$ cat src/sv/chc_pkg.sv
// ----------------------------------------------------------------------------
// chc_pkg: shared constants and tables for the compass heading block
// Holds the sample and fixed-point widths, the CORDIC step count and the
// arctangent table in degrees with sixteen fractional bits.
// ----------------------------------------------------------------------------
package chc_pkg;

	localparam int SAMPLE_BITS  = 12;
	localparam int CORDIC_STEPS = 16;
	localparam int FRAC_BITS    = 16;
	localparam int CORR_W       = SAMPLE_BITS + 1;
	localparam int VEC_W        = CORR_W + FRAC_BITS + 3;
	localparam int Z_W          = 26;
	localparam int DEG_W        = 9;
	localparam int STEP_W       = $clog2(CORDIC_STEPS);
	localparam int ATAN_ENTRIES = 24;
	localparam int ATAN_IDX_W   = $clog2(ATAN_ENTRIES);

	localparam logic signed [Z_W-1:0] HALF_TURN_Q = Z_W'(180 << FRAC_BITS);
	localparam logic signed [Z_W-1:0] FULL_TURN_Q = Z_W'(360 << FRAC_BITS);
	localparam logic signed [Z_W-1:0] ROUND_HALF  = Z_W'(1 << (FRAC_BITS - 1));
	localparam logic [DEG_W-1:0]      DEG_FULL    = DEG_W'(360);

	// Entry i is round(atan(2^-i) * 180/pi * 2^16); entries past the table are zero.
	function automatic logic signed [Z_W-1:0] atan_deg_q16(input logic [ATAN_IDX_W-1:0] idx);
		logic signed [Z_W-1:0] a;
		case (idx)
			0:  a = Z_W'(2949120);
			1:  a = Z_W'(1740967);
			2:  a = Z_W'(919879);
			3:  a = Z_W'(466945);
			4:  a = Z_W'(234379);
			5:  a = Z_W'(117304);
			6:  a = Z_W'(58666);
			7:  a = Z_W'(29335);
			8:  a = Z_W'(14668);
			9:  a = Z_W'(7334);
			10: a = Z_W'(3667);
			11: a = Z_W'(1833);
			12: a = Z_W'(917);
			13: a = Z_W'(458);
			14: a = Z_W'(229);
			15: a = Z_W'(115);
			16: a = Z_W'(57);
			17: a = Z_W'(29);
			18: a = Z_W'(14);
			19: a = Z_W'(7);
			20: a = Z_W'(4);
			21: a = Z_W'(2);
			22: a = Z_W'(1);
			default: a = '0;
		endcase
		return a;
	endfunction

endpackage

$ cat src/sv/compass_heading_with_calibration.sv
// ----------------------------------------------------------------------------
// compass_heading_with_calibration: hard-iron corrected compass heading
// Tracks per-axis extremes from calibration requests and turns heading
// requests into whole degrees with an iterative CORDIC.
// ----------------------------------------------------------------------------
// A calibration request (cmd 0) widens the stored X and Y extremes and loads
// a zero result into the output register once that register is free. A heading
// request (cmd 1) subtracts the hard-iron offset (highest + lowest) / 2 from
// each axis and runs a vectoring CORDIC with one shared shift-and-add unit, one
// step per cycle, through S_PREP, the CORDIC steps in S_ITER, S_ROUND and
// S_FIN, where the result is loaded into the output register once it is free;
// the next request can be taken in the cycle after that load. The block takes one
// request at a time; a finished result waiting in the output register does not
// hold off the next request, only the load of its own result.
module compass_heading_with_calibration (
	input  logic                                   clk,
	input  logic                                   arst_n,
	input  logic                                   sample_valid,
	output logic                                   sample_ready,
	input  logic                                   cmd,
	input  logic signed [chc_pkg::SAMPLE_BITS-1:0] mag_x,
	input  logic signed [chc_pkg::SAMPLE_BITS-1:0] mag_y,
	output logic                                   heading_valid,
	input  logic                                   heading_ready,
	output logic        [chc_pkg::DEG_W-1:0]       heading_deg,
	output logic                                   is_heading
);

	typedef enum logic [2:0] {S_IDLE, S_PREP, S_ITER, S_ROUND, S_FIN} state_t;

	localparam int PAD_W = chc_pkg::VEC_W - chc_pkg::CORR_W - chc_pkg::FRAC_BITS;

	state_t state_q;

	logic signed [chc_pkg::SAMPLE_BITS-1:0] x_lowest_q, x_highest_q;
	logic signed [chc_pkg::SAMPLE_BITS-1:0] y_lowest_q, y_highest_q;
	logic signed [chc_pkg::SAMPLE_BITS-1:0] sample_x_q, sample_y_q;
	logic signed [chc_pkg::VEC_W-1:0]       x_q, y_q;
	logic signed [chc_pkg::Z_W-1:0]         z_q;
	logic        [chc_pkg::STEP_W-1:0]      step_q;
	logic                                   zero_vec_q;
	logic        [chc_pkg::DEG_W-1:0]       result_q;
	logic                                   result_heading_q;
	logic                                   out_valid_q;
	logic        [chc_pkg::DEG_W-1:0]       out_deg_q;
	logic                                   out_heading_q;

	logic signed [chc_pkg::CORR_W-1:0] off_x, off_y, corr_x, corr_y;
	logic signed [chc_pkg::VEC_W-1:0]  start_x, start_y;
	logic signed [chc_pkg::VEC_W-1:0]  x_sh, y_sh, x_nx, y_nx;
	logic signed [chc_pkg::Z_W-1:0]    atan_val, z_nx, z_fix, z_rnd;
	logic        [chc_pkg::DEG_W-1:0]  deg_raw;
	logic                              y_neg;
	logic                              accept;
	logic                              out_free;

	assign accept        = sample_valid && sample_ready;
	assign sample_ready  = (state_q == S_IDLE);
	assign out_free      = !out_valid_q || heading_ready;
	assign heading_valid = out_valid_q;
	assign heading_deg   = out_deg_q;
	assign is_heading    = out_heading_q;

	always_comb begin
		off_x  = (chc_pkg::CORR_W'(x_highest_q) + chc_pkg::CORR_W'(x_lowest_q)) >>> 1;
		off_y  = (chc_pkg::CORR_W'(y_highest_q) + chc_pkg::CORR_W'(y_lowest_q)) >>> 1;
		corr_x = chc_pkg::CORR_W'(sample_x_q) - off_x;
		corr_y = chc_pkg::CORR_W'(sample_y_q) - off_y;
		start_x = {{PAD_W{corr_x[chc_pkg::CORR_W-1]}}, corr_x, chc_pkg::FRAC_BITS'(0)};
		start_y = {{PAD_W{corr_y[chc_pkg::CORR_W-1]}}, corr_y, chc_pkg::FRAC_BITS'(0)};
	end

	always_comb begin
		y_neg    = y_q[chc_pkg::VEC_W-1];
		x_sh     = x_q >>> step_q;
		y_sh     = y_q >>> step_q;
		atan_val = chc_pkg::atan_deg_q16(chc_pkg::ATAN_IDX_W'(step_q));
		if (y_neg) begin
			x_nx = x_q - y_sh;
			y_nx = y_q + x_sh;
			z_nx = z_q - atan_val;
		end else begin
			x_nx = x_q + y_sh;
			y_nx = y_q - x_sh;
			z_nx = z_q + atan_val;
		end
	end

	always_comb begin
		z_fix   = z_q[chc_pkg::Z_W-1] ? z_q + chc_pkg::FULL_TURN_Q : z_q;
		z_rnd   = (z_fix + chc_pkg::ROUND_HALF) >>> chc_pkg::FRAC_BITS;
		deg_raw = z_rnd[chc_pkg::DEG_W-1:0];
	end

	always_ff @(posedge clk or negedge arst_n) begin
		if (!arst_n) begin
			state_q     <= S_IDLE;
			x_lowest_q  <= '0;
			x_highest_q <= '0;
			y_lowest_q  <= '0;
			y_highest_q <= '0;
			out_valid_q <= 1'b0;
			step_q      <= '0;
		end else begin
			if (out_valid_q && heading_ready && (state_q != S_FIN)) begin
				out_valid_q <= 1'b0;
			end
			unique case (state_q)
				S_IDLE: begin
					if (accept) begin
						sample_x_q <= mag_x;
						sample_y_q <= mag_y;
						if (cmd) begin
							state_q <= S_PREP;
						end else begin
							if (mag_x < x_lowest_q)  x_lowest_q  <= mag_x;
							if (mag_x > x_highest_q) x_highest_q <= mag_x;
							if (mag_y < y_lowest_q)  y_lowest_q  <= mag_y;
							if (mag_y > y_highest_q) y_highest_q <= mag_y;
							result_q         <= '0;
							result_heading_q <= 1'b0;
							state_q          <= S_FIN;
						end
					end
				end
				S_PREP: begin
					zero_vec_q <= (corr_x == '0) && (corr_y == '0);
					step_q     <= '0;
					if (corr_x[chc_pkg::CORR_W-1]) begin
						x_q <= -start_x;
						y_q <= -start_y;
						z_q <= chc_pkg::HALF_TURN_Q;
					end else begin
						x_q <= start_x;
						y_q <= start_y;
						z_q <= '0;
					end
					state_q <= S_ITER;
				end
				S_ITER: begin
					x_q <= x_nx;
					y_q <= y_nx;
					z_q <= z_nx;
					if (step_q == chc_pkg::STEP_W'(chc_pkg::CORDIC_STEPS - 1)) begin
						state_q <= S_ROUND;
					end else begin
						step_q <= step_q + 1'b1;
					end
				end
				S_ROUND: begin
					if (zero_vec_q || deg_raw == chc_pkg::DEG_FULL) begin
						result_q <= '0;
					end else begin
						result_q <= deg_raw;
					end
					result_heading_q <= 1'b1;
					state_q          <= S_FIN;
				end
				S_FIN: begin
					if (out_free) begin
						out_valid_q   <= 1'b1;
						out_deg_q     <= result_q;
						out_heading_q <= result_heading_q;
						state_q       <= S_IDLE;
					end
				end
				default: begin
					state_q <= S_IDLE;
				end
			endcase
		end
	end

	a_busy_after_request: assert property (@(posedge clk) disable iff (!arst_n)
		accept |=> !sample_ready)
		else $error("Block stayed ready after taking a request.");

	a_heading_range: assert property (@(posedge clk) disable iff (!arst_n)
		heading_valid && is_heading |-> heading_deg < chc_pkg::DEG_FULL)
		else $error("Heading out of range.");

	a_cal_zero: assert property (@(posedge clk) disable iff (!arst_n)
		heading_valid && !is_heading |-> heading_deg == '0)
		else $error("Calibration result is not zero.");

	a_extremes_order: assert property (@(posedge clk) disable iff (!arst_n)
		(x_lowest_q <= x_highest_q) && (y_lowest_q <= y_highest_q))
		else $error("Stored extremes are out of order.");

endmodule
$ cat config.mk
export PLATFORM = sky130hd
export DESIGN_NAME = compass_heading_with_calibration
export DESIGN_NICKNAME = d
export VERILOG_FILES = /design/src/sv/chc_pkg.sv /design/src/sv/compass_heading_with_calibration.sv
export SDC_FILE = /design/constraint.sdc
export NUM_CORES = 1
export LEC_CHECK = 0
export BUFFER_PORTS_ARGS = -buffer_cell sky130_fd_sc_hd__buf_4
export CORE_MARGIN = 1
export CORE_UTILIZATION = 45
export CTS_CLUSTER_SIZE = 20
export DETAILED_ROUTE_END_ITERATION = 6
export GPL_TIMING_DRIVEN = 1
export PLACE_DENSITY_LB_ADDON = 0.08
export RECOVER_POWER = 50
export REMOVE_ABC_BUFFERS = 1
export SYNTH_ARGS = -nofsm -noshare
export SYNTH_HDL_FRONTEND = slang
export SYNTH_SLANG_ARGS = --single-unit
$ cat constraint.sdc
create_clock -name clk -period 7.1 [get_ports clk]
set_input_delay 1.42 -clock clk [delete_from_list [all_inputs] [get_ports clk]]
set_output_delay 1.42 -clock clk [all_outputs]
set_load 0.1 [all_outputs]
== Yosys cells after proc, flatten, opt, wreduce, memory -nomap -nowiden ==
Memory sizes are Yosys's and may differ from the RTL's.
Cells that the tools add are included.

* Bits in registers: 191
* ROM bits: 352
* Input bits: 29
* Output and inout port bits: 12
* Logic and storage cells: 102
* Memories: 1

{| class="wikitable"
|+ Memory list
! memory !! words !! bits a word !! read ports !! clocked after Yosys merged registers in !! write ports !! line !! source
|-
| (name not given) || 16 || 22 || 1 || 0 || 0 || chc_pkg.sv:27 || <nowiki>case (idx)</nowiki>
|}

* Add/subtract/negate cells: 15
* Order comparisons: 4
* Equality and inequality tests: 12
* Shift-type cells: 2
* Mux-type cells: 27
* Bitwise gates (word level): 1
* Reduce and logical (&&, ||, !) cells: 23

{| class="wikitable"
|+ Operator list
! operator !! number
|-
| two-way mux 32 bit || 4
|-
| case mux 32 bit (2 select lines) || 2
|-
| adder 32 bit || 2
|-
| negation 29 -> 32 bit || 2
|-
| >>> shifter 32 x 4 -> 32 bit || 2
|-
| subtractor 32 bit || 2
|-
| case mux 26 bit (2 select lines) || 1
|-
| two-way mux 9 bit || 3
|-
| adder 12 x 12 -> 13 bit || 2
|-
| adder 26 bit || 1
|-
| logical NOT 13 bit || 2
|-
| two-way mux 26 bit || 1
|-
| subtractor 12 x 12 -> 13 bit || 2
|-
| subtractor 26 bit || 1
|-
| adder 25 x 17 -> 25 bit, second input constant || 1
|-
| adder 25 bit, second input constant || 1
|-
| two-way mux 25 bit || 1
|-
| > comparator 12 bit || 2
|-
| < comparator 12 bit || 2
|-
| two-way mux 24 bit || 1
|-
| AND reduction 4 bit || 5
|-
| case mux 9 bit (2 select lines) || 1
|-
| case mux 3 bit (5 select lines) || 1
|-
| two-way mux 3 bit || 4
|-
| other kinds (21) || 38
|}

== Logic depth before layout (Yosys ltp) ==
Gate-level depths: netlist of the first run.

* Depth in word-level cells: 7
* Gate-level depth with buffers: 28
* Mapped depth without buffers: 21

== Worst setup path before layout of the first run ==
No wires, ideal clock.

* Path type: register to register
* Start point: register step_q[2] (netlist bit)
* End point: register x_q[25] (netlist bit), data pin
* Library setup time: 0.260 ns
* Arrival time: 6.264 ns
* Required time: 6.840 ns
* Path slack: 0.576 ns
* Stages on the path, launching flop included: 27
* Buffers on the path: 9
* Clock period less this slack: 6.524 ns
* Path through: dfrtp_1 buf_2 buf_2 buf_2 buf_1 clkbuf_1 buf_1 clkbuf_1 clkbuf_1 clkbuf_1 nand2_1 o21ai_0 ha_1 and2_1 and4_1 nand3_1 nor3b_1 mux2i_1 o221ai_1 ha_1 o21ai_0 nor2b_1 o41ai_1 a211o_1 a21oi_1 xnor2_1 mux2_2

* Cells in the longest elaborated chain, start to end: 4
* Elaborated cells on any way between the ends: 5
* Classes of those cells: add/sub: 2; shift: 1; mux: 2

{| class="wikitable"
|+ RTL lines
! element !! line !! source
|-
| start: declaration || compass_heading_with_calibration.sv:40 || <nowiki>logic [chc_pkg::STEP_W-1:0] step_q;</nowiki>
|-
| start signal: assignment || compass_heading_with_calibration.sv:147 || <nowiki>step_q <= step_q + 1'b1;</nowiki>
|-
| >>> shifter 32 x 4 -> 32 bit (*) || compass_heading_with_calibration.sv:76 || <nowiki>y_sh = y_q >>> step_q;</nowiki>
|-
| adder 32 bit or subtractor 32 bit (tied branches) || compass_heading_with_calibration.sv:83, compass_heading_with_calibration.sv:79 ||
|-
| two-way mux 32 bit (*) || compass_heading_with_calibration.sv:78 || <nowiki>if (y_neg) begin</nowiki>
|-
| case mux 32 bit (2 select lines) (*) || compass_heading_with_calibration.sv:108 || <nowiki>unique case (state_q)</nowiki>
|-
| end signal: assignment || compass_heading_with_calibration.sv:130 || <nowiki>x_q <= -start_x;</nowiki>
|-
| end signal: assignment || compass_heading_with_calibration.sv:134 || <nowiki>x_q <= start_x;</nowiki>
|-
| end signal: assignment || compass_heading_with_calibration.sv:141 || <nowiki>x_q <= x_nx;</nowiki>
|-
| end: declaration || compass_heading_with_calibration.sv:38 || <nowiki>logic signed [chc_pkg::VEC_W-1:0] x_q, y_q;</nowiki>
|}

Every way passes the cells marked *; elsewhere a longest branch is shown, timed or not.
A chain may end at the register's enable or synchronous reset.

== Final worst setup path of the first run ==
* Start point: register step_q[0] (netlist bit)
* End point: register y_q[29] (netlist bit), data pin

* Cells in the longest elaborated chain, start to end: 4
* Elaborated cells on any way between the ends: 5
* Classes of those cells: add/sub: 2; shift: 1; mux: 2

{| class="wikitable"
|+ RTL lines
! element !! line !! source
|-
| >>> shifter 32 x 4 -> 32 bit (*) || compass_heading_with_calibration.sv:75 || <nowiki>x_sh = x_q >>> step_q;</nowiki>
|-
| subtractor 32 bit or adder 32 bit (tied branches) || compass_heading_with_calibration.sv:84, compass_heading_with_calibration.sv:80 ||
|-
| two-way mux 32 bit (*) || compass_heading_with_calibration.sv:78 ||
|-
| case mux 32 bit (2 select lines) (*) || compass_heading_with_calibration.sv:108 ||
|-
| end signal: assignment || compass_heading_with_calibration.sv:131 || <nowiki>y_q <= -start_y;</nowiki>
|-
| end signal: assignment || compass_heading_with_calibration.sv:135 || <nowiki>y_q <= start_y;</nowiki>
|-
| end signal: assignment || compass_heading_with_calibration.sv:142 || <nowiki>y_q <= y_nx;</nowiki>
|-
| end: declaration || compass_heading_with_calibration.sv:38 ||
|}

Marks and branches as above.

==> results by group, run 1 <==
Outcome
  – Status: complete, but fails checks
  – Failing checks: max-capacitance violations, max-slew violations

Setup path
  – WP depth: 17
  – RR Endpoint: y_q[29]
  – Buf/Inv on CP: 1
  – Crit path capture type: flop
  – Critical path's top delay family: compound AO/OA/AOI/OAI gates
  – Data arrival time of the worst path: 6.76 ns
  – Crit-path cells: buf_4, mux4_2, nand2_1, o21ai_0, mux2_2, a211oi_1, a21oi_1, xnor2_1, ha_1, and3_1, a311oi_1, o21ai_0, a21oi_1, nor4_1, a31oi_1, a2111o_1, o211ai_1
  – Type of the worst setup path: flop to flop
  – CP max stage delay: 0.84 ns
  – CP Max Fanout: 44
  – Reg2reg start: step_q[0]
  – Register-to-Register Path Depth: 17
  – CP Launch Type: flop
  – CP max-delay cell: dfrtp_4
  – Req. time, crit path: 7.45 ns
  – Reg-to-reg slack, setup: 0.69 ns

Route
  – First-pass detailed-route iteration total: 5
  – DRT iter0 DRCs: 1293
  – Drt wl/cell: 19.8 um
  – Vias: 18.8k
  – Final WL: 60900 um
  – Drt via density: 6.11
  – Post-route DRC: 0
  – Post-route ant nets: 0

Clocking
  – CTS tree: done
  – Num CTS Buffers: 17
  – Clk_lat worst skew: 0.51 ns
  – Clock root buffer: clkbuf_16
  – Resized cells post-CTS: 0
  – CTS HTree Levels: 4
  – Max Root-Sink Buffers: 2
  – Post-CTS Setup Inserts: 0
  – Hold Buf Count CTS: 0
  – Sink Count: 191
  – Clock slew at reported path FFs: 0.08 ns

Flow run
  – Max_cap viols: 4

Timing
  – Maximum clock rate: 0.156 GHz
  – Final hold violation count: 0
  – Worst Skew: 0.0180 ns
  – Final Max Tran Viols: 178
  – RSZ-0062 raised after global routing: false
  – Setup ws final: 0.685 ns
  – Hold slack final: 0.424 ns
  – Worst Max-Slew Pin Slew: 3.31 ns
  – Fin crit period: 6.41 ns
  – Rel. slew slack: -121%
  – Tcrit/Tclk final: 90.3%
  – Final setup fails: 0

Worst hold path
  – Worst Hold Launch: result_q[1]
  – Hold Crit Class: flop to flop
  – Hold Crit Depth: 0
  – Hold path endpoint: heading_deg[1]

Logic synthesis
  – Syn Area/Cell: 8.77 um2
  – Distinct cells, synth: 90
  – Post-synth EDFFs: 135
  – Synth Warn #: 0
  – Top cell type's share of synthesized area: 18.6%
  – Yosys top cell by area: edfxtp_1
  – Post-synthesis sequential area ratio: 25.0%
  – Synth Cell Area: 21800 um2
  – Yosys reg bits: 191
  – Syn Inst Count: 2490
  – Synth area leaders: edfxtp_1 (19%), ha_1 (11%), dfrtp_1 (6.4%)
  – Ys async rst share: 29.3%
  – Ys flop type: edfxtp_1

Global route
  – Largest net degree at the start of global routing: 64
  – Vias in the first global route: 18.3k
  – GRT Util Overall: 24.7%
  – First-pass GRT wire length: 97700 um
  – Grt total ovfl: 0
  – Initial antenna violation count: 0

Floorplanning
  – Core Rows: 80
  – I/O pin count: 41
  – Die ar.: 49400 um2
  – Die X: 222 um
  – Initial cell density of the core: 45.7%
  – Core Area: 47800 um2
  – Die H: 222 um

Place
  – Gpl congestion: 0.943
  – Post-DP HPWL: 46500 um
  – Pre-CTS WS: 0.762 ns
  – Port Buf Inserts: 40

Layout
  – Layout cells sized above 1: 7.46%
  – Area growth syn-to-layout: 5.33%
  – Diodes inserted: 0
  – Commonest non-fill, non-tap cell in the layout: nor2_1
  – Nets@finish: 2683
  – Most frequent cells in the layout: nor2_1 (228), nand2_1 (219), ha_1 (192), a21oi_1 (181), inv_1 (141)
[worst max-delay path by stage]
stage | startpoint | end
finish | step_q[0] | y_q[29]
detailed placement | step_q[0] | z_q[24]
global placement | step_q[0] | x_q[31]
floorplan | step_q[0] | z_q[24]
CTS | step_q[0] | z_q[24]
global route | step_q[0] | z_q[24]
[cells in the mapped netlist (all sizes together), types with 56 or more instances]
cell and number:
dfrtp 56, mux2i 87, a21oi 181, clkbuf 72, xnor2 108, ha 192
nor2 228, a21o 85, xor2 91, inv 142, edfxtp 135, o21ai 131
nand2 219, mux4 68
[state kept, by name, indices dropped and copies added, names as in the netlist]
register          count
x_q                  32
result_heading_q      1
sample_y_q           12
x_lowest_q           12
y_highest_q          12
x_highest_q          12
state_q               3
heading_deg           9
y_q                  32
y_lowest_q           12
heading_valid         1
z_q                  26
is_heading            1
step_q                4
sample_x_q           12
result_q              9
zero_vec_q            1
[final cells by class]
class / count / area [um2]
clock buffers: 17 / 425
clock inverters: 15 / 174
multi-input cells: 2032 / 15300
well taps: 615 / 769
flip-flops and latches: 191 / 5470
fillers: 4657 / 24800
repair buffers: 70 / 377
inverters: 143 / 537
[metrics by stage]
stage | utilization [%] | instances | instance area, um2 | setup TNS, ns
floorplan | - | 2366 | 21200 | -35.51
global placement | 47.2 | 3051 | 22600 | 0
detailed placement | 47.2 | 3051 | 22600 | 0
CTS | 48.5 | 3083 | 23200 | 0
global route | 48.1 | 3083 | 23000 | 0
finish | 48.1 | 3083 | 23000 | 0
[routing by layer]
metal | GRT usage [%] | wire length (um)
met4 | 8.04 | 1410
met3 | 3.29 | 2720
met1 | 32.6 | 27700
met5 | 0 | 0
met2 | 41.7 | 29100
[cells by family after synthesis]
family / after synthesis / share of synthesized area (%)
buffers and inverters: 267 / 5.22
muxes: 183 / 12.6
DFF: 191 / 25.0
and+or+nand+nor: 742 / 16.1
adders and majority gates: 199 / 11.6
AOI/OAI and AO/OA: 709 / 21.4
xor gates and xnor gates: 199 / 8.01
Power of run 1 is left out: the tool's default activity adds up to more than one toggle a clock period on the data nets, which glitch-free logic cannot reach.
==> run 2: changes to the inputs <==
- REMOVE_ABC_BUFFERS: 1 -> unset
==> results by group, run 2 (synthesized netlist as in run 1, its figures left out) <==
Timing
  – Tcrit/Tclk final: 91.5%
  – Setup Total Neg Slack: 0 ns
  – Rel. slew slack: -63.4%
  – Maximum clock rate: 0.154 GHz
  – RSZ-0062 raised after global routing: false
  – Fin crit period: 6.49 ns
  – Hold slack final: 0.427 ns
  – Final setup fails: 0
  – Final Max Tran Viols: 183
  – Worst Max-Slew Pin Slew: 2.45 ns
  – Final hold violation count: 0
  – Worst Skew: 0.0115 ns
  – Setup ws final: 0.606 ns

Route
  – Post-route DRC: 0
  – First-pass detailed-route iteration total: 5
  – Post-route ant nets: 0
  – Final WL: 61400 um
  – Drt wl/cell: 19.9 um
  – Vias: 18.9k
  – Drt via density: 6.12
  – DRT iter0 DRCs: 1259

Setup path
  – Type of the worst setup path: flop to flop
  – Crit path capture type: flop
  – CP Launch Type: flop
  – Req. time, crit path: 7.48 ns
  – Crit-path cells: inv_1, ha_1, nor2b_1, a21oi_1, mux2i_1, inv_1, nor3_1, nor3b_1, or2_2, nand2_1, o21ai_0, ha_1, a21o_1, o22a_1, nand2_1, o31ai_1, nand4b_1, a31oi_1, a41oi_1, or4b_2, nand3_1
  – Data arrival time of the worst path: 6.87 ns
  – CP Max Fanout: 47
  – CP max-delay cell: dfrtp_4
  – CP max stage delay: 0.89 ns

Layout
  – Area growth syn-to-layout: 5.57%
  – Most frequent cells in the layout: nor2_1 (228), nand2_1 (219), ha_1 (192), a21oi_1 (180), inv_1 (141)
  – Largest regs: x_q (32), y_q (32), z_q (26)
  – Commonest non-fill, non-tap cell in the layout: nor2_1
  – Nets@finish: 2688
  – Diodes inserted: 0
  – Layout cells sized above 1: 7.56%

Clocking
  – Hold Buf Count CTS: 0
  – Clock root buffer: clkbuf_16
  – Num CTS Buffers: 17
  – Resized cells post-CTS: 0
  – Clk_lat worst skew: 0.51 ns
  – Clock slew at reported path FFs: 0.08 ns
  – Max Root-Sink Buffers: 2
  – CTS tree: done
  – Post-CTS Setup Inserts: 0
  – Sink Count: 191
  – CTS HTree Levels: 4

Floorplanning
  – Die ar.: 49400 um2
  – Core Rows: 80
  – I/O pin count: 41
  – Initial cell density of the core: 45.7%
  – Die H: 222 um
  – Die X: 222 um
  – Core Area: 47800 um2

Global route
  – Initial antenna violation count: 2
  – Grt total ovfl: 0
  – Largest net degree at the start of global routing: 62
  – Vias in the first global route: 18.4k
  – First-pass GRT wire length: 99300 um
  – GRT Util Overall: 25.2%

Place
  – Pre-CTS WS: 0.728 ns
  – Port Buf Inserts: 40
  – Gpl congestion: 0.888
  – Post-DP HPWL: 46900 um

Outcome
  – Failing checks: max-capacitance violations, max-slew violations
  – Status: complete, but fails checks

Flow run
  – Max_cap viols: 5

Worst hold path
  – Hold Crit Class: flop to flop

Logic synthesis
  – Syn_nets: 2718
## run 2: stage by stage
| step | area (um2) | instances | utilization, % |
|---|---|---|---|
| final | 23100 | 3088 | 48.2 |
| after global routing | 23100 | 3088 | 48.2 |
| after CTS | 23200 | 3088 | 48.6 |
| after detailed placement | 22600 | 3056 | 47.3 |
| after global placement | 22600 | 3056 | 47.3 |
| after floorplan | 21800 | 2490 | - |
## run 2: layout make-up
type                    instances  area, um2
repair buffers                 75        398
clock buffers                  23        543
clock inverters                 9       80.1
fillers                      4666      24800
inverters                     143        537
multi-input cells            2032      15300
well taps                     615        769
flip-flops and latches        191       5470
## run 2: final timing paths
path | startpoint | to | slack, ns | depth (start not counted)
worst max register to register | step_q[0] | z_q[24] | 0.61 | 21
worst max-delay path | step_q[0] | z_q[24] | 0.61 | 21
min in group asynchronous | arst_n | y_lowest_q[0] | 1.46 | 1
worst min register to register | result_q[1] | heading_deg[1] | 0.43 | 0
max in group asynchronous | arst_n | step_q[2] | 2.74 | 2
worst min-delay path | result_q[1] | heading_deg[1] | 0.43 | 0
## run 2: critical path: cells and delay by family, from the launching register on
kind / cells / cell delay (ns)
and+or+nand+nor: 9 / 2.16
AOI/OAI and AO/OA: 7 / 1.53
DFF: 1 / 0.89
adders and majority gates: 2 / 0.88
buffers and inverters: 2 / 0.63
muxes: 1 / 0.24
## run 2: layer usage
metal,vias to the layer above,GRT usage (%),wire length [um]
met5,-,0,0
met1,9139,33.3,28300
met2,433,41.1,28200
met3,98,3.60,2730
li1,9214,-,-
met4,0,10.8,2170
Power of run 2 is left out for the same reason.
